File: src/hw/rtl/pfpp_pkg.sv
// ----------------------------------------------------------------------------
// pfpp_pkg
// Shared types and codes for the paged frame store plotter.
// ----------------------------------------------------------------------------
package pfpp_pkg;

  localparam int IN_DATA_W  = 32;
  localparam int OUT_DATA_W = 24;

  typedef enum logic [1:0] {
    MODE_SET  = 2'd0,
    MODE_CLR  = 2'd1,
    MODE_WIPE = 2'd2,
    MODE_READ = 2'd3
  } mode_t;

  typedef struct packed {
    logic accept;
    logic clr_step;
    logic finish;
  } cmd_t;

  typedef struct packed {
    logic wipe_req;
    logic clr_last;
    logic out_busy;
  } sts_t;

endpackage

File: src/hw/rtl/pfpp_ram.sv
// ----------------------------------------------------------------------------
// pfpp_ram
// Simple dual-port RAM: one write port, one read port with registered data.
// ----------------------------------------------------------------------------
module pfpp_ram #(
  parameter int WIDTH = 8,
  parameter int DEPTH = 512
) (
  input  logic                     clk,
  input  logic                     wr_en,
  input  logic [$clog2(DEPTH)-1:0] wr_addr,
  input  logic [WIDTH-1:0]         wr_data,
  input  logic                     rd_en,
  input  logic [$clog2(DEPTH)-1:0] rd_addr,
  output logic [WIDTH-1:0]         rd_data
);

  logic [WIDTH-1:0] mem [DEPTH];
  logic [WIDTH-1:0] rd_data_r;

  always_ff @(posedge clk) begin
    if (wr_en) begin
      mem[wr_addr] <= wr_data;
    end
    if (rd_en) begin
      rd_data_r <= mem[rd_addr];
    end
  end

  assign rd_data = rd_data_r;

endmodule

File: src/hw/rtl/pfpp_ctrl.sv
// ----------------------------------------------------------------------------
// pfpp_ctrl
// Sequencer: reset clearing pass, request accept, store wipe, result hand-off.
// ----------------------------------------------------------------------------
module pfpp_ctrl
  import pfpp_pkg::*;
(
  input  logic clk,
  input  logic rst_n,
  input  logic in_tvalid,
  output logic in_tready,
  output cmd_t cmd,
  input  sts_t sts
);

  typedef enum logic [3:0] {
    S_INIT   = 4'b0001,
    S_IDLE   = 4'b0010,
    S_MODIFY = 4'b0100,
    S_WIPE   = 4'b1000
  } state_t;

  state_t state_r, state_nxt;

  always_comb begin
    state_nxt    = state_r;
    in_tready    = 1'b0;
    cmd.accept   = 1'b0;
    cmd.clr_step = 1'b0;
    cmd.finish   = 1'b0;
    case (state_r)
      S_INIT: begin
        cmd.clr_step = 1'b1;
        if (sts.clr_last) begin
          state_nxt = S_IDLE;
        end
      end
      S_IDLE: begin
        in_tready = 1'b1;
        if (in_tvalid) begin
          cmd.accept = 1'b1;
          state_nxt  = sts.wipe_req ? S_WIPE : S_MODIFY;
        end
      end
      S_WIPE: begin
        cmd.clr_step = 1'b1;
        if (sts.clr_last) begin
          state_nxt = S_MODIFY;
        end
      end
      S_MODIFY: begin
        if (!sts.out_busy) begin
          cmd.finish = 1'b1;
          state_nxt  = S_IDLE;
        end
      end
      default: begin
        state_nxt = S_INIT;
      end
    endcase
  end

  always_ff @(posedge clk) begin
    if (!rst_n) begin
      state_r <= S_INIT;
    end else begin
      state_r <= state_nxt;
    end
  end

endmodule

File: src/hw/rtl/pfpp_datapath.sv
// ----------------------------------------------------------------------------
// pfpp_datapath
// Placement, clipping, address generation, frame store RMW and result register.
// ----------------------------------------------------------------------------
module pfpp_datapath
  import pfpp_pkg::*;
#(
  parameter int SCREEN_COLUMNS = 128,
  parameter int PAGE_COUNT     = 4
) (
  input  logic                  clk,
  input  logic                  rst_n,
  input  cmd_t                  cmd,
  output sts_t                  sts,
  input  logic [1:0]            in_tuser,
  input  logic [IN_DATA_W-1:0]  in_tdata,
  input  logic                  in_tlast,
  output logic                  out_tvalid,
  input  logic                  out_tready,
  output logic [OUT_DATA_W-1:0] out_tdata,
  output logic                  out_tuser,
  output logic                  out_tlast
);

  localparam int DEPTH  = PAGE_COUNT * SCREEN_COLUMNS;
  localparam int ROWS   = PAGE_COUNT * 8;
  localparam int AW     = $clog2(DEPTH);
  localparam int CALC_W = AW + 4;

  mode_t       in_mode;
  logic [6:0]  px;
  logic [4:0]  py;
  logic [7:0]  ox;
  logic [5:0]  oy;
  logic [9:0]  col_s;
  logic [7:0]  row_s;
  logic        pos_ok;
  logic [CALC_W-1:0] addr_calc;
  logic [AW-1:0]     addr;

  mode_t       mode_r;
  logic        ok_r;
  logic [AW-1:0] addr_r;
  logic [6:0]  col_r;
  logic [1:0]  page_r;
  logic [2:0]  bit_r;
  logic        last_r;

  logic [AW-1:0] cnt_r, cnt_nxt;
  logic          out_valid_r;
  logic [OUT_DATA_W-1:0] out_data_r;
  logic          out_clip_r;
  logic          out_last_r;

  logic [7:0]  rd_data;
  logic [7:0]  mask;
  logic [7:0]  new_byte;
  logic        pix_wr;
  logic        ram_we;
  logic [AW-1:0] ram_waddr;
  logic [7:0]  ram_wdata;
  logic [7:0]  res_byte;
  logic [1:0]  res_page;
  logic [6:0]  res_col;
  logic        res_clip;

  assign in_mode = mode_t'(in_tuser);
  assign px      = in_tdata[6:0];
  assign py      = in_tdata[11:7];
  assign ox      = in_tdata[19:12];
  assign oy      = in_tdata[25:20];

  always_comb begin
    if (in_mode == MODE_READ) begin
      col_s = {3'b000, px};
      row_s = {3'b000, py};
    end else begin
      col_s = {3'b000, px} + {{2{ox[7]}}, ox};
      row_s = {3'b000, py} + {{2{oy[5]}}, oy};
    end
  end

  assign pos_ok = !col_s[9] && (col_s < 10'(SCREEN_COLUMNS)) &&
                  !row_s[7] && (row_s < 8'(ROWS));

  assign addr_calc = CALC_W'(row_s[6:3]) * CALC_W'(SCREEN_COLUMNS) + CALC_W'(col_s[8:0]);
  assign addr      = addr_calc[AW-1:0];

  always_ff @(posedge clk) begin
    if (cmd.accept) begin
      mode_r <= in_mode;
      ok_r   <= pos_ok;
      addr_r <= addr;
      col_r  <= col_s[6:0];
      page_r <= row_s[4:3];
      bit_r  <= row_s[2:0];
      last_r <= in_tlast;
    end
  end

  // clearing pass counter
  always_comb begin
    cnt_nxt = cnt_r;
    if (cmd.clr_step) begin
      cnt_nxt = sts.clr_last ? '0 : cnt_r + AW'(1);
    end
  end

  always_ff @(posedge clk) begin
    if (!rst_n) begin
      cnt_r <= '0;
    end else begin
      cnt_r <= cnt_nxt;
    end
  end

  assign mask     = 8'b0000_0001 << bit_r;
  assign new_byte = (mode_r == MODE_SET) ? (rd_data | mask) : (rd_data & ~mask);
  assign pix_wr   = cmd.finish && ok_r && ((mode_r == MODE_SET) || (mode_r == MODE_CLR));

  assign ram_we    = cmd.clr_step || pix_wr;
  assign ram_waddr = cmd.clr_step ? cnt_r : addr_r;
  assign ram_wdata = cmd.clr_step ? 8'h00 : new_byte;

  pfpp_ram #(
    .WIDTH (8),
    .DEPTH (DEPTH)
  ) u_store (
    .clk     (clk),
    .wr_en   (ram_we),
    .wr_addr (ram_waddr),
    .wr_data (ram_wdata),
    .rd_en   (cmd.accept),
    .rd_addr (addr),
    .rd_data (rd_data)
  );

  always_comb begin
    res_byte = 8'h00;
    res_page = 2'd0;
    res_col  = 7'd0;
    res_clip = 1'b0;
    case (mode_r)
      MODE_SET, MODE_CLR: begin
        res_clip = !ok_r;
        if (ok_r) begin
          res_byte = new_byte;
          res_page = page_r;
          res_col  = col_r;
        end
      end
      MODE_READ: begin
        res_clip = !ok_r;
        if (ok_r) begin
          res_byte = rd_data;
          res_page = page_r;
          res_col  = col_r;
        end
      end
      default: begin
        res_clip = 1'b0;
      end
    endcase
  end

  always_ff @(posedge clk) begin
    if (!rst_n) begin
      out_valid_r <= 1'b0;
    end else if (cmd.finish) begin
      out_valid_r <= 1'b1;
    end else if (out_tready) begin
      out_valid_r <= 1'b0;
    end
  end

  always_ff @(posedge clk) begin
    if (cmd.finish) begin
      out_data_r <= {7'd0, res_col, res_page, res_byte};
      out_clip_r <= res_clip;
      out_last_r <= last_r;
    end
  end

  assign sts.wipe_req = (in_mode == MODE_WIPE);
  assign sts.clr_last = (cnt_r == AW'(DEPTH - 1));
  assign sts.out_busy = out_valid_r && !out_tready;

  assign out_tvalid = out_valid_r;
  assign out_tdata  = out_data_r;
  assign out_tuser  = out_clip_r;
  assign out_tlast  = out_last_r;

endmodule

File: src/hw/rtl/paged_framebuffer_pixel_plotter_core.sv
// ----------------------------------------------------------------------------
// paged_framebuffer_pixel_plotter_core
// Paged monochrome frame store with clipped pixel set/clear, wipe and readback.
// ----------------------------------------------------------------------------
// Result: loaded into the output register from S_MODIFY once the output is not stalled.
// Requests: one at a time; store read on accept, write-back as the result is registered.
// Wipe request: zeroes the store in S_WIPE, one store entry per cycle.
// Reset: synchronous, active low; then a clearing pass with in_tready low zeroes
// the store.
module paged_framebuffer_pixel_plotter_core
  import pfpp_pkg::*;
#(
  parameter int SCREEN_COLUMNS = 128,
  parameter int PAGE_COUNT     = 4
) (
  input  logic                  clk,
  input  logic                  rst_n,
  input  logic                  in_tvalid,
  output logic                  in_tready,
  // point_x [6:0], point_y [11:7], offset_x [19:12], offset_y [25:20], zero [31:26]
  input  logic [IN_DATA_W-1:0]  in_tdata,
  // mode [1:0]
  input  logic [1:0]            in_tuser,
  input  logic                  in_tlast,
  output logic                  out_tvalid,
  input  logic                  out_tready,
  // byte_value [7:0], page_index [9:8], column_index [16:10], zero [23:17]
  output logic [OUT_DATA_W-1:0] out_tdata,
  // clipped [0]
  output logic                  out_tuser,
  output logic                  out_tlast
);

  cmd_t cmd;
  sts_t sts;

  pfpp_ctrl u_ctrl (
    .clk       (clk),
    .rst_n     (rst_n),
    .in_tvalid (in_tvalid),
    .in_tready (in_tready),
    .cmd       (cmd),
    .sts       (sts)
  );

  pfpp_datapath #(
    .SCREEN_COLUMNS (SCREEN_COLUMNS),
    .PAGE_COUNT     (PAGE_COUNT)
  ) u_dp (
    .clk        (clk),
    .rst_n      (rst_n),
    .cmd        (cmd),
    .sts        (sts),
    .in_tuser   (in_tuser),
    .in_tdata   (in_tdata),
    .in_tlast   (in_tlast),
    .out_tvalid (out_tvalid),
    .out_tready (out_tready),
    .out_tdata  (out_tdata),
    .out_tuser  (out_tuser),
    .out_tlast  (out_tlast)
  );

endmodule

File: config.mk
export PLATFORM = sky130hd
export DESIGN_NAME = paged_framebuffer_pixel_plotter_core
export DESIGN_NICKNAME = d
export VERILOG_FILES = /design/src/hw/rtl/pfpp_pkg.sv /design/src/hw/rtl/pfpp_ram.sv /design/src/hw/rtl/pfpp_ctrl.sv /design/src/hw/rtl/pfpp_datapath.sv /design/src/hw/rtl/paged_framebuffer_pixel_plotter_core.sv
export SDC_FILE = /design/constraint.sdc
export NUM_CORES = 2
export LEC_CHECK = 0
export ABC_AREA = 1
export ABC_CLOCK_PERIOD_IN_PS = 34900
export BUFFER_PORTS_ARGS = -buffer_cell sky130_fd_sc_hd__buf_4
export CORE_ASPECT_RATIO = 1.1
export CORE_MARGIN = 2
export CORE_UTILIZATION = 35
export DETAILED_ROUTE_END_ITERATION = 16
export PLACE_DENSITY = 0.5
export SYNTH_ARGS = -nofsm -noshare
export SYNTH_HDL_FRONTEND = slang
export SYNTH_SLANG_ARGS = --single-unit
export TNS_END_PERCENT = 50
File: constraint.sdc
create_clock -name clk -period 34.9 [get_ports clk]
set_input_delay 6.98 -clock clk [delete_from_list [all_inputs] [get_ports clk]]
set_output_delay 6.98 -clock clk [all_outputs]
set_load 0.1 [all_outputs]
==> results.toml <==
[status]
run_status = "finished, final reports clean"

[worst_setup_path]
cp.required_ns = 35.76
worstPathMaxFanout = 150
path_class = "in2reg"
end_kind = "flop"
cp_data_arrival_time_ns = 14.01
startpoint_type = "input pin"
reg2reg_slack_ns = 29.05

[clock_tree]
cts.sinks = 4155
h-tree-depth = 5
cts_buffers = 450
hold_buffers = 0
cts_tree = "built"
postCtsSetupBuffers = 0
cts_root_buf = "clkbuf_16"
worst_setup_hold_path_clk_slew_ns = 0.06
cts_resized = 0
clock_latency_ns = 1.01
clock_path_buffers = 4

[yosys]
syn_area_per_cell_um2 = 11.9
synthCells = 14300
synthAdderAreaFrac = 0.00135
synth.top_cell.area_share = 0.735
synth_simple_gate_area_frac = 0.230
synth_top_family_by_area = "simple AND/OR/NAND/NOR gates"
synth_area_leaders = "edfxtp_1 (74%), nand3_1 (13%), nand2_1 (9.1%), buf_2 (1.8%), nor2_1 (1.3%)"
ys_ff_latch = 4155
yosys.area_share.xor_xnor = 0.0000518
ys_warn_count = 0
synthMuxAreaShare = 0
synth_compound_area_frac = 0.00236
ys_types = 38
synth_area_leader_cell = "edfxtp_1"
synthesis.area_mm2 = 0.169
yosysSeqAreaShare = 0.737

[floorplan]
io_pins = 67
row_count = 267
die_y_um = 733
core_mm2 = 0.481
die_w_um = 667
initial_core_util = 0.352
fp.dieArea_mm2 = 0.489

[route]
dr_wl_met2_um = 245000
top_layer_used = "met5"
dr.pass1.iters = 7
dr.first_iter.drc_count = 10600
wirelength_um = 501000
drtAntennaViolNets = 0
via_per_inst = 5.24
vias = 108000
wl_met1_um = 214000
drc = 0
wl_per_cell_um = 24.2
routed-wl-met3_um = 27400

[global_route]
grt_max_degree = 193
grt_pass1_vias = 104000
overflow = 0
antenna_found_initial = 11
grt_pass1_wl_um = 724000
grt_usage = 0.199

[sta]
fin_setup_tns_ns = 0
fin_crit_ns = 13.15
fin_crit_sh = 0.377
fin_skew_ns = 0.0666
tightest_slew_ns = 1.28
setup_viol = 0
hold_viol = 0
final_max_slew_viol_count = 0
rsz0062_at_grt = "false"
relSlewSlack = 0.149
max_clock_freq_mhz = 76.0

[final_layout]
post-route-cell-area_mm2 = 0.189
layout_commonest_cell = "nand3_1"
drive_above_1_share = 0.0631
nNetsFinal = 14000
fillers = 45300
areaGrowthSynthToFinish_pct = 11.8
layout_common_cells = "nand3_1 (4232), edfxtp_1 (4141), nand2_1 (4079)"

[flow_run]
drv_cap = 0

[placement]
placed_area_mm2 = 0.175
gp_congestion = 0.808
numPortBuffers = 53
hpwl_um = 270000

[pwr]
p_leak_uw = 0.0642
peakVddDrop_mv = 0.0600
power_density_mw_per_mm2 = 69.3

[min_path]
hp-class = "reg2reg"
-- routing by layer --
metal  vias up  GRT usage
li1      50300          -
met1     54200      0.268
met2      3206      0.334
met3       708     0.0265
met4         2     0.0585
met5         -          0
-- cells by family after synthesis --
group                    Yosys count
AO/OA/AOI/OAI                     69
XOR/XNOR                           1
adder cells (fa/ha/maj)           17
buffers and inverters           1091
flip-flops                      4155
other                              1
AND/OR/NAND/NOR                 8932
-- layout make-up --
class	count	area, um2	area share
flip-flops and latches	4155	125000	0.660
multi-input cells	9026	39900	0.211
clock buffers	560	11800	0.0623
well taps	6321	7910	0.0419
repair buffers	251	2260	0.0120
clock inverters	278	2130	0.0113
inverters	85	332	0.00175
diodes	9	22.5	0.000119
-- worst paths after layout --
kind / from / to / depth (start not counted)
max: in_tuser[1] / u_dp.u_store.rd_data[0] / 18
min: u_dp.last_r / u_dp.out_tlast / 0
max reg2reg: u_ctrl.state_r[3] / u_dp.u_store.mem[86][0] / 11
min reg2reg: u_dp.last_r / u_dp.out_tlast / 0
-- cells in the mapped netlist --
library cell     n
nor2_1         571
xor2_1           1
nand2_2          2
conb_1           1
clkbuf_1       284
a311oi_1         1
edfxtp_1      4141
nand3_1       4233
inv_1           82
o32ai_1          5
ha_1            15
inv_2            2
a211oi_1         2
nand3b_1         2
a21oi_1         23
dfxtp_1         14
and2_1           1
nand4_1          2
fa_1             2
o21a_1           3
o21ai_0         25
nor3_2           1
a22o_1           1
o31ai_1          1
nand2_1       4101
nor4_1           1
buf_1           93
o21ai_1          3
nor3_1          10
o21bai_1         1
clkinv_1         1
or2_2            5
a31oi_1          2
buf_2          617
buf_4           12
nor3b_1          2
o21ai_2          2
nor2_2           1
-- critical path: stages --
cell and delay [ns]:
buf_4 0.16, nand2_2 0.31, nand2_4 0.30, nand2_4 0.65, buf_4 0.79, buf_12 0.63, buf_4 0.81, buf_4 0.81
nand2_1 0.10, nand3_1 0.12, nand3_1 0.09, nand3_1 0.15, nand3_1 0.25, nand3_1 0.28, nand3_1 0.41, nand3_1 0.28
nand3_1 0.37, nand2_1 0.17
-- where the power goes --
group | switching (uW) | leakage [uW] | internal [uW] | total [uW]
Clock | 1990 | 0.00681 | 2550 | 4540
Combinational | 2050 | 0.0193 | 413 | 2460
Sequential | 10.2 | 0.0381 | 6070 | 6090
Total | 4050 | 0.0642 | 9040 | 13100
-- sequential cells by signal, indices dropped and copies added, names as in the netlist, 3 cells and up --
signal	count
u_dp.col_r	6
u_ctrl.state_r	4
u_dp.u_store.mem	4096
u_dp.cnt_r	9
u_dp.out_tdata	17
u_dp.u_store.rd_data	8
u_dp.addr_r	3
u_dp.bit_r	3
-- per-stage QoR --
stage	cells	total power (uW)	setup slack, ns	hold slack (ns)	util
6_report	20700	13100	21.75	0.421	0.393
5_1_grt	20700	13500	21.44	0.444	0.393
4_1_cts	20700	13200	21.84	0.425	0.393
3_5_place_dp	19800	8670	20.77	0.407	0.364
3_3_place_gp	19800	8650	20.73	0.401	0.364
2_1_floorplan	14300	7800	19.37	0.400	-
Power figures use the tool's default switching activity.
